## src/sv/acbs_pkg.sv

```systemverilog
// Shared constants, codes and controller/datapath interface types
`default_nettype none
package acbs_pkg;
    localparam int MAX_STATES       = 256;
    localparam int ALPHABET         = 128;
    localparam int VALUES_PER_STATE = 8;
    localparam int MAX_OUT          = 8;

    localparam int ST_W  = $clog2(MAX_STATES);
    localparam int CH_W  = $clog2(ALPHABET);
    localparam int VI_W  = $clog2(VALUES_PER_STATE);
    localparam int VC_W  = $clog2(VALUES_PER_STATE + 1);
    localparam int GT_W  = ST_W + 1;
    localparam int GT_AW = ST_W + CH_W;
    localparam int VL_AW = ST_W + VI_W;
    localparam int VAL_W = 8;
    localparam int OUT_W = 8;

    localparam logic [2:0] REQ_KEY     = 3'd0;
    localparam logic [2:0] REQ_END     = 3'd1;
    localparam logic [2:0] REQ_BUILD   = 3'd2;
    localparam logic [2:0] REQ_SCAN    = 3'd3;
    localparam logic [2:0] REQ_RESTART = 3'd4;

    localparam logic [1:0] ERR_OK     = 2'd0;
    localparam logic [1:0] ERR_STATES = 2'd1;
    localparam logic [1:0] ERR_LIST   = 2'd2;
    localparam logic [1:0] ERR_PHASE  = 2'd3;

    localparam logic [6:0] CHAR_ONE = 7'h31;
    localparam logic [6:0] CHAR_TWO = 7'h32;
    localparam logic [6:0] CHAR_AT  = 7'h40;

    localparam int OP_W = 5;
    localparam logic [OP_W-1:0] OP_NOP        = 5'd0;
    localparam logic [OP_W-1:0] OP_CLEAR      = 5'd1;
    localparam logic [OP_W-1:0] OP_LATCH      = 5'd2;
    localparam logic [OP_W-1:0] OP_KEY_RD     = 5'd3;
    localparam logic [OP_W-1:0] OP_KEY_UPD    = 5'd4;
    localparam logic [OP_W-1:0] OP_END_RD     = 5'd5;
    localparam logic [OP_W-1:0] OP_END_UPD    = 5'd6;
    localparam logic [OP_W-1:0] OP_RESTART    = 5'd7;
    localparam logic [OP_W-1:0] OP_PHASE_ERR  = 5'd8;
    localparam logic [OP_W-1:0] OP_SCAN_RD    = 5'd9;
    localparam logic [OP_W-1:0] OP_SCAN_STEP  = 5'd10;
    localparam logic [OP_W-1:0] OP_SCAN_OUT   = 5'd11;
    localparam logic [OP_W-1:0] OP_ROOT_RD    = 5'd12;
    localparam logic [OP_W-1:0] OP_ROOT_WR    = 5'd13;
    localparam logic [OP_W-1:0] OP_DQ_RD      = 5'd14;
    localparam logic [OP_W-1:0] OP_DQ_R       = 5'd15;
    localparam logic [OP_W-1:0] OP_DQ_F       = 5'd16;
    localparam logic [OP_W-1:0] OP_A_RD       = 5'd17;
    localparam logic [OP_W-1:0] OP_A_CHK      = 5'd18;
    localparam logic [OP_W-1:0] OP_A_INH      = 5'd19;
    localparam logic [OP_W-1:0] OP_F_RD       = 5'd20;
    localparam logic [OP_W-1:0] OP_F_CHK      = 5'd21;
    localparam logic [OP_W-1:0] OP_F_UP       = 5'd22;
    localparam logic [OP_W-1:0] OP_V_NF       = 5'd23;
    localparam logic [OP_W-1:0] OP_V_NS       = 5'd24;
    localparam logic [OP_W-1:0] OP_V_CHK      = 5'd25;
    localparam logic [OP_W-1:0] OP_V_ADD      = 5'd26;
    localparam logic [OP_W-1:0] OP_BUILD_DONE = 5'd27;

    typedef struct packed {
        logic [OP_W-1:0] op;
    } acbs_cmd_t;

    typedef struct packed {
        logic       clr_done;
        logic       built;
        logic [2:0] req;
        logic       gt_none;
        logic       a_last;
        logic       q_more;
        logic       v_more;
        logic       out_last;
    } acbs_stat_t;
endpackage
`default_nettype wire

```

## src/sv/acbs_ctrl.sv

```systemverilog
// Sequencer: decodes items and steps the datapath through each operation
`default_nettype none
module acbs_ctrl (
    input  wire logic                clk,
    input  wire logic                rst_n,
    input  wire logic                start,
    output logic                     busy,
    input  wire acbs_pkg::acbs_stat_t stat,
    output acbs_pkg::acbs_cmd_t      cmd
);
    import acbs_pkg::*;

    localparam logic [4:0] S_CLR     = 5'd0;
    localparam logic [4:0] S_IDLE    = 5'd1;
    localparam logic [4:0] S_DISP    = 5'd2;
    localparam logic [4:0] S_KEY_RD  = 5'd3;
    localparam logic [4:0] S_KEY_UPD = 5'd4;
    localparam logic [4:0] S_END_RD  = 5'd5;
    localparam logic [4:0] S_END_UPD = 5'd6;
    localparam logic [4:0] S_RESTART = 5'd7;
    localparam logic [4:0] S_PHASE   = 5'd8;
    localparam logic [4:0] S_SCAN_RD = 5'd9;
    localparam logic [4:0] S_SCAN_ST = 5'd10;
    localparam logic [4:0] S_SCAN_OUT= 5'd11;
    localparam logic [4:0] S_ROOT_RD = 5'd12;
    localparam logic [4:0] S_ROOT_WR = 5'd13;
    localparam logic [4:0] S_DQ_CHK  = 5'd14;
    localparam logic [4:0] S_DQ_RD   = 5'd15;
    localparam logic [4:0] S_DQ_R    = 5'd16;
    localparam logic [4:0] S_DQ_F    = 5'd17;
    localparam logic [4:0] S_A_RD    = 5'd18;
    localparam logic [4:0] S_A_CHK   = 5'd19;
    localparam logic [4:0] S_A_INH   = 5'd20;
    localparam logic [4:0] S_F_RD    = 5'd21;
    localparam logic [4:0] S_F_CHK   = 5'd22;
    localparam logic [4:0] S_F_UP    = 5'd23;
    localparam logic [4:0] S_V_NF    = 5'd24;
    localparam logic [4:0] S_V_NS    = 5'd25;
    localparam logic [4:0] S_V_CHK   = 5'd26;
    localparam logic [4:0] S_V_ADD   = 5'd27;
    localparam logic [4:0] S_B_DONE  = 5'd28;

    logic [4:0] state_reg, state_next;

    always_ff @(posedge clk or negedge rst_n)
    begin
        if (!rst_n)
            state_reg <= S_CLR;
        else
            state_reg <= state_next;
    end

    assign busy = (state_reg != S_IDLE);

    always_comb
    begin
        state_next = state_reg;
        cmd.op     = OP_NOP;
        unique case (state_reg)
            S_CLR:
            begin
                cmd.op = OP_CLEAR;
                if (stat.clr_done)
                    state_next = S_IDLE;
            end
            S_IDLE:
            begin
                if (start)
                begin
                    cmd.op     = OP_LATCH;
                    state_next = S_DISP;
                end
            end
            S_DISP:
            begin
                priority if (stat.req == REQ_KEY && !stat.built)
                    state_next = S_KEY_RD;
                else if (stat.req == REQ_END && !stat.built)
                    state_next = S_END_RD;
                else if (stat.req == REQ_BUILD && !stat.built)
                    state_next = S_ROOT_RD;
                else if (stat.req == REQ_SCAN && stat.built)
                    state_next = S_SCAN_RD;
                else if (stat.req == REQ_RESTART)
                    state_next = S_RESTART;
                else
                    state_next = S_PHASE;
            end
            S_KEY_RD:
            begin
                cmd.op = OP_KEY_RD;
                state_next = S_KEY_UPD;
            end
            S_KEY_UPD:
            begin
                cmd.op = OP_KEY_UPD;
                state_next = S_IDLE;
            end
            S_END_RD:
            begin
                cmd.op = OP_END_RD;
                state_next = S_END_UPD;
            end
            S_END_UPD:
            begin
                cmd.op = OP_END_UPD;
                state_next = S_IDLE;
            end
            S_RESTART:
            begin
                cmd.op = OP_RESTART;
                state_next = S_IDLE;
            end
            S_PHASE:
            begin
                cmd.op = OP_PHASE_ERR;
                state_next = S_IDLE;
            end
            S_SCAN_RD:
            begin
                cmd.op = OP_SCAN_RD;
                state_next = S_SCAN_ST;
            end
            S_SCAN_ST:
            begin
                cmd.op = OP_SCAN_STEP;
                state_next = S_SCAN_OUT;
            end
            S_SCAN_OUT:
            begin
                cmd.op = OP_SCAN_OUT;
                if (stat.out_last)
                    state_next = S_IDLE;
            end
            S_ROOT_RD:
            begin
                cmd.op = OP_ROOT_RD;
                state_next = S_ROOT_WR;
            end
            S_ROOT_WR:
            begin
                cmd.op = OP_ROOT_WR;
                state_next = stat.a_last ? S_DQ_CHK : S_ROOT_RD;
            end
            S_DQ_CHK:
                state_next = stat.q_more ? S_DQ_RD : S_B_DONE;
            S_DQ_RD:
            begin
                cmd.op = OP_DQ_RD;
                state_next = S_DQ_R;
            end
            S_DQ_R:
            begin
                cmd.op = OP_DQ_R;
                state_next = S_DQ_F;
            end
            S_DQ_F:
            begin
                cmd.op = OP_DQ_F;
                state_next = S_A_RD;
            end
            S_A_RD:
            begin
                cmd.op = OP_A_RD;
                state_next = S_A_CHK;
            end
            S_A_CHK:
            begin
                cmd.op = OP_A_CHK;
                state_next = stat.gt_none ? S_A_INH : S_F_RD;
            end
            S_A_INH:
            begin
                cmd.op = OP_A_INH;
                state_next = stat.a_last ? S_DQ_CHK : S_A_RD;
            end
            S_F_RD:
            begin
                cmd.op = OP_F_RD;
                state_next = S_F_CHK;
            end
            S_F_CHK:
            begin
                cmd.op = OP_F_CHK;
                state_next = stat.gt_none ? S_F_UP : S_V_NF;
            end
            S_F_UP:
            begin
                cmd.op = OP_F_UP;
                state_next = S_F_RD;
            end
            S_V_NF:
            begin
                cmd.op = OP_V_NF;
                state_next = S_V_NS;
            end
            S_V_NS:
            begin
                cmd.op = OP_V_NS;
                state_next = S_V_CHK;
            end
            S_V_CHK:
            begin
                cmd.op = OP_V_CHK;
                priority if (stat.v_more)
                    state_next = S_V_ADD;
                else if (stat.a_last)
                    state_next = S_DQ_CHK;
                else
                    state_next = S_A_RD;
            end
            S_V_ADD:
            begin
                cmd.op = OP_V_ADD;
                state_next = S_V_CHK;
            end
            S_B_DONE:
            begin
                cmd.op = OP_BUILD_DONE;
                state_next = S_IDLE;
            end
            default:
                state_next = S_IDLE;
        endcase
    end
endmodule
`default_nettype wire

```

## config.mk

```make
export PLATFORM = sky130hd
export DESIGN_NAME = acbs_ctrl
export DESIGN_NICKNAME = d
export VERILOG_FILES = /design/src/sv/acbs_pkg.sv /design/src/sv/acbs_ctrl.sv
export SDC_FILE = /design/constraint.sdc
export NUM_CORES = 1
export LEC_CHECK = 0
export ABC_AREA = 1
export BUFFER_PORTS_ARGS = -buffer_cell sky130_fd_sc_hd__buf_2
export CAP_MARGIN = 25
export CORE_MARGIN = 2
export CORE_UTILIZATION = 45
export CTS_CLUSTER_SIZE = 24
export DETAILED_ROUTE_END_ITERATION = 12
export HOLD_SLACK_MARGIN = 0.1
export PLACE_DENSITY = 0.68
export SLEW_MARGIN = 20
export SYNTH_ARGS = -nofsm -noshare
export SYNTH_HDL_FRONTEND = slang
export SYNTH_SLANG_ARGS = --single-unit
```

## constraint.sdc

```tcl
create_clock -name clk -period 4.5 [get_ports clk]
set_clock_uncertainty 0.1 [all_clocks]
set_input_delay 0.45 -clock clk [delete_from_list [all_inputs] [get_ports clk]]
set_output_delay 0.45 -clock clk [all_outputs]
set_load 0.01 [all_outputs]
```

==> results.txt, run 1 <==
Most instantiated flip-flop cell in the synthesis netlist: sky130_fd_sc_hd__dfrtp_1. The post-layout minimum cycle time is 2.37 ns, and the pin count of the biggest net entering global routing is 17. The tools report the number of antenna violations at the first check in global routing as 0. The area of the mapped netlist was 836 µm²; the final net count was 199. Worst-case vdd ir drop: 0.479 mV. The post-cts resize count is 0, and the number of fillers in the final layout is 191.

The startpoint of the worst hold path was stat[3]. After the first detailed-routing iteration, the DRC count stood at 95. The first TritonRoute pass finished after 4 iterations. The run gives 0 as the remaining antenna violation count. The run finished with clean final reports. Across the run, the number of max-cap violations was 0.

For the worst-skew pair, the clock arrives at the later sink with an insertion delay of 0.24 ns. The tools report the buffer cell driving the clock tree root as sky130_fd_sc_hd__clkbuf_4. The via count of the first global-routing pass was 1077; the number of flops mapped to enable cells by yosys was 0. The total CTS buffers was 3; the final antenna diode count was 0. Worst-margin pin slew: 0.474 ns. The floorplan step defined a core boundary enclosing 0.00175 mm².

The placement row count is 15. Once detailed placement completed, the half-perimeter wirelength came to 2230 µm. The number of hold violations in the final report was 0.

Setup repair after global routing left no endpoint under its margin. For the synthesized net count, the log shows 178. The startpoint identified for the worst register-to-register timing path is state_reg[4]$_DFFE_PN0P_.

During placement, the flow inserted port buffers numbering 18. The share of synthesized area occupied by flip-flops and latches is 15.0%. The die span in y came out at 47.1 µm. The total overflow left after global routing is 0. Each instance of the synthesized netlist takes up on average 5.07 µm². For this design the ratio of total power to cell area is 577 mW/mm².

The deepest level of the CTS H-tree is 1. Required arrival time at the worst endpoint: 3.95 ns. The final layout contains routed wiring with a total length of 2670 µm. The flop and latch count out of synthesis was 5; the growth of design area from synthesis to finish was 17.1%. The highest fanout seen on the critical path works out to 16. For the number of max-slew violations in the final report, the log shows 0. Of the cells placed in the final design, the portion with a size suffix greater than 1 is 14.6%. Synthesis produced a netlist whose cell count is 165. The critical path starts at state_reg[4]$_DFFE_PN0P_. For the count of clock tree sinks, the log shows 5. The post-route clock period utilization was 52.6%; the distinct cell type count after synthesis was 19. Fraction of synthesized cell area taken by the top area cell type: 20.2%. The slowest cell on the critical path was sky130_fd_sc_hd__dfrtp_1. The synthesized design spends more area on one cell type than any other, namely sky130_fd_sc_hd__nand2_1.

The placed instances occupy a cell area of 942 µm². The finished layout cell area is 978 µm², and the maximum clock path buffer count is 2. The tools report the warning count from the yosys run as 0.

The tightest min-delay check is of the primary input to flip-flop type. By area the synthesized netlist is led by sky130_fd_sc_hd__nand2_1 20%, sky130_fd_sc_hd__nor2_1 15%, sky130_fd_sc_hd__dfrtp_1 15%. Clock-pin slew was measured on the worst setup and hold paths at 0.04 ns.

The register with the most flip-flops in the layout has 5 of them. The final route contains 1195 vias. In this design, the stage delay of the slowest critical-path cell is 0.63 ns. Data on the critical path arrives at its endpoint at 1.82 ns. Measured along the x axis, the die boundary spans 47.1 µm. The first global-routing pass estimated 4310 µm of wire. The analysis attributes to cell leakage a power of 0.564 nW. The routed length per instance came out at 12.7 µm. Global routing consumed, over all layers together, 27.6% of the routing resources. The tools report the endpoint type of the worst setup path as a primary output. Based on the critical path, the design can be clocked at up to 423 MHz. The number of failing setup endpoints in the final timing report was 0; the sum of negative setup slack was 0 ns. The floorplan step defined a die boundary enclosing 0.00222 mm². Measured against its own limit, the worst slew margin works out to 68.4%.

The logs give 0 for the final routed DRC violation total and 1.04 for the routability congestion estimate from global placement. 19 I/O pins were placed. Once layout is complete, the utilization of the core stands at 56.1%. TritonCTS built the clock tree.

Critical path startpoint category: a flip-flop. Traced cell by cell, the critical path runs through inv_1 > nand3_1 > nand2_1 > nor2_1 > o211ai_1 > buf_2. In the synthesized netlist the async set-or-reset flop fraction comes to 100%. Once the floorplan was initialized, standard cells occupied 47.9% of the core. Using the TritonRoute via totals, the vias-per-cell ratio works out to 5.69.

Kind of critical path: flip-flop to primary output.
==> report_power, final <==
group          switching [mW]  internal, mW
Combinational           0.270         0.137
Sequential             0.0424        0.0651
Clock                  0.0167        0.0334
Total                   0.330         0.235
==> area by class of cell <==
cell class / count / area, µm² / area share [%]
Sequential cell: 5 / 125 / 12.8
Clock buffer: 4 / 26.3 / 2.69
Timing Repair Buffer: 19 / 100 / 10.2
Multi-Input combinational cell: 136 / 617 / 63.0
Tap cell: 25 / 31.3 / 3.20
Inverter: 21 / 78.8 / 8.06
==> worst paths after layout <==
path                                            end  slack, ns  cells after the start
max                                          cmd[3]       2.13                      6
min                        state_reg[4]$_DFFE_PN0P_       0.38                      2
max reg2reg                state_reg[2]$_DFFE_PN0P_       2.67                      5
min reg2reg                state_reg[3]$_DFFE_PN0P_       0.73                      3
max in group asynchronous  state_reg[0]$_DFFE_PN0P_       3.72                      2
min in group asynchronous  state_reg[4]$_DFFE_PN0P_       0.45                      2
==> cells in the mapped netlist (all sizes together) (3+ instances only) <==
library cell and number:
nor2 37, a31oi 3, nand3 22, o211ai 3
inv 21, o21ai 6, nand4 5, nand2 45
dfrtp 5, nor3 10
==> logic make-up (layout without fill, tap and decap cells) <==
group                  Yosys count  after routing  share of synthesized area [%]
AOI/OAI and AO/OA               17             17                           12.6
DFF                              5              5                           15.0
and+or+nand+nor                119            119                           61.2
buffers and inverters           24             44                           11.2
==> metal layers <==
layer | wire length [µm] | global-route usage [%]
met1 | 1070 | 35.1
met2 | 1260 | 43.0
met3 | 226 | 5.38
met4 | 116 | 16.7
met5 | 0 | 0
==> worst max-delay path, delay by kind of cell (launching register included) <==
kind | cells | cell delay, ns
flops | 1 | 0.63
simple gates | 3 | 0.40
buf+inv | 2 | 0.43
compound gates | 1 | 0.11
==> per-stage QoR <==
step           hold WS (ns)  power, mW  cells  setup WS, ns
2_1_floorplan        0.0544      0.389    165          2.77
3_3_place_gp          0.163      0.513    205          2.38
6_report              0.383      0.565    210          2.13
3_5_place_dp          0.164      0.506    205          2.44
4_1_cts               0.385      0.558    210          2.17
5_1_grt               0.401      0.629    210          1.96
==> cells in the final DEF, fill, tap and decap left out, drive strengths merged <==
| cell | instances |
|---|---|
| nor3 | 10 |
| a21oi | 2 |
| nand4 | 5 |
| dfrtp | 5 |
| inv | 21 |
| buf | 18 |
| o2111ai | 2 |
| o22ai | 1 |
| nor2 | 37 |
| nand2 | 45 |
| o21ai | 6 |
| a31oi | 3 |
| clkbuf | 4 |
| dlygate4sd3 | 1 |
| o211ai | 3 |
| nand3 | 22 |
==> repair_timing <==
item	CTS	global route
setup endpoints to repair	0	0
buffers inserted	0	0
hold endpoints to repair	5	0
hold buffers	1	0
Note: power is estimated with default switching activity, not from simulation.
==> run 2, diff against run 1 <==
==> constraint.sdc (replaced) <==
create_clock -name clk -period 2.2 [get_ports clk]
set_clock_uncertainty 0.1 [all_clocks]
set_input_delay 0.22 -clock clk [delete_from_list [all_inputs] [get_ports clk]]
set_output_delay 0.22 -clock clk [all_outputs]
set_load 0.01 [all_outputs]
==> run 2 against run 1 <==
Compared with the run above:
- cell area rose by 0.90%
- final cell count did not move
- count of clock-buffer cells in the layout did not move
- wire length rose by 2.1%
- register-to-register slack got worse by 2.3 ns
- utilization rose by 0.50 points
- critical path depth rose by 1
- combinational power rose by 100%
- hold slack got worse by 0.23 ns
- critical path type unchanged
- largest power group unchanged
==> results.txt, run 2 (synthesis results as in run 1) <==
For this run, the top clock speed supported by timing is 490 MHz. The routed layout has 1195 vias. The worst pin sits at a relative slew slack of 80.4%.

The logs give 0.563 nW for the leakage component of the power and 47.9% for the starting density of the core. The growth of design area from synthesis to finish was 18.1%. For the number of max-slew violations in the final report, the log shows 0.

Timing analysis after detailed placement gives a worst setup slack of 0.383 ns. The port buffer count came out at 18. Routed length per instance: 13.0 µm.

The slowest cell on the critical path is sky130_fd_sc_hd__dfrtp_1. Global routing used 28.6% of the available tracks. The later pin in the worst-skew pair is clocked with a latency of 0.25 ns. The logs give 0 for the total grt overflow and 1.72 ns for the worst path arrival time.

The flow ran to the end, and the final reports show no timing, DRC or antenna violations. The wire length of the first global-routing pass was 4490 µm; the initial detailed-routing violation count was 53. The tools report the worst-case vdd ir drop as 0.780 mV. The signal on the critical path passes through inv_1 > nor2_1 > nand3_2 > nand2_1 > nor3_1 > o2111ai_1 > buf_2. The highest fanout seen on the critical path works out to 7. The worst-margin pin slew is 0.293 ns, and the flip-flop count of the largest register after layout is 5. The tools report the number of antenna violations at the first check in global routing as 0. The core region is 0.00175 mm². For the half-perimeter wire length after placement, the log shows 2210 µm. The die covers 0.00222 mm². The most common cell after layout, fill and taps aside is sky130_fd_sc_hd__nand2_1. The utilization after layout was 56.6%; the required arrival time at the worst endpoint was 1.88 ns. The post-route netlist has 16.8% of its cells at a drive strength greater than 1. The critical path startpoint category is a flip-flop. The finished layout holds 210 standard cells, fillers aside. Entering global routing, the biggest net connects 17 pins.

Fill cells in the final layout number 182. Buffer cell driving the clock tree root: sky130_fd_sc_hd__clkbuf_4. The number of antenna diodes in the final layout is 0.

The number of clock buffers added by TritonCTS is 3. The final routed DRC violation total was 0; the final net count was 199. Max-cap violations in this run came to 0. In the layout the commonest cells are 44 x sky130_fd_sc_hd__nand2_1, 32 x sky130_fd_sc_hd__nor2_1, 21 x sky130_fd_sc_hd__nand3_1. In the post-route analysis, the smallest setup slack over all paths is 0.157 ns. In this run the vertical extent of the chip is 47.1 µm.

The post-route clock period utilization was 92.8%. After detailed placement, the design holds a cell count of 205. The clock passes through at most 2 buffers. The tools report the count of clock tree sinks as 5.

The number of hold violations in the final report is 0, and the number of buffer and inverter instances along the worst setup path is 2. Adding up every negative setup slack in the final design gives 0 ns. The largest single stage delay on the critical path is 0.46 ns. The clock transition at the registers of the reported paths works out to 0.05 ns. Deepest level of the CTS H-tree: 1. The number of vias per cell was 5.69.

The worst setup path is captured at a primary output. The overall power was 1.17 mW. The post-layout minimum cycle time works out to 2.04 ns.

Setup violations remaining at the end of the flow were counted as 0. The kind of path behind the tightest hold check is primary input to flip-flop. For the via count of the first global-routing pass, the log shows 1044. The width of the chip was 47.1 µm. TritonCTS built the clock tree. The worst setup path is of the flip-flop to primary output kind.

For this design the ratio of total power to cell area is 1190 mW/mm². The floorplan has 15 rows. For the remaining antenna violation count, the log shows 0. The kind of cell adding the most delay to the critical path is simple AND/OR/NAND/NOR gates.

For this block, the routed nets add up to 2720 µm of wire. The length of the first detailed-routing pass in iterations was 4. Pin placement for this block handled 19 I/O pins. Routability-driven placement finished with a final weighted congestion of 0.995.
==> run 2: timing repair <==
action                                 in CTS  in global routing
gates resized for setup                     0                  4
setup buffers                               0                  0
endpoints found under the hold margin       5                  0
setup endpoints to repair                   0                  4
hold buffers                                1                  0
==> run 2: metrics by stage <==
stage	hold WS, ns	instance area (µm²)
4_1_cts	0.147	978
3_5_place_dp	-0.0605	942
5_1_grt	0.169	987
2_1_floorplan	-0.176	836
3_3_place_gp	-0.0615	942
6_report	0.153	987
==> run 2: area by class of cell <==
cell class | count | area (µm²) | area share, %
Clock buffer | 4 | 26.3 | 2.66
Multi-Input combinational cell | 136 | 624 | 63.2
Inverter | 21 | 78.8 | 7.98
Timing Repair Buffer | 19 | 100 | 10.1
Tap cell | 25 | 31.3 | 3.17
Sequential cell | 5 | 126 | 12.8
==> run 2: path summary, 6_finish.rpt <==
path	slack [ns]	start	to	depth (start not counted)
worst max-delay path	0.16	state_reg[2]$_DFFE_PN0P_	cmd[1]	7
worst min-delay path	0.15	stat[3]	state_reg[4]$_DFFE_PN0P_	2
worst max register to register	0.41	state_reg[3]$_DFFE_PN0P_	state_reg[0]$_DFFE_PN0P_	10
worst min register to register	0.75	state_reg[1]$_DFFE_PN0P_	state_reg[3]$_DFFE_PN0P_	3
max in group asynchronous	1.63	rst_n	state_reg[3]$_DFFE_PN0P_	2
min in group asynchronous	0.23	rst_n	state_reg[4]$_DFFE_PN0P_	2
==> run 2: metal layers <==
metal	vias up	global-route usage (%)	part of all wire (%)
li1	587	-	-
met1	523	37.8	39
met2	72	45.5	49
met3	13	4.62	9.0
met4	0	13.3	3.6
met5	-	0	0
==> run 2: where the power goes <==
part	total [mW]	switching (mW)	leakage [nW]	internal, mW
logic	0.833	0.549	0.486	0.284
registers	0.231	0.0968	0.0628	0.134
clock network	0.111	0.0418	0.0150	0.0688
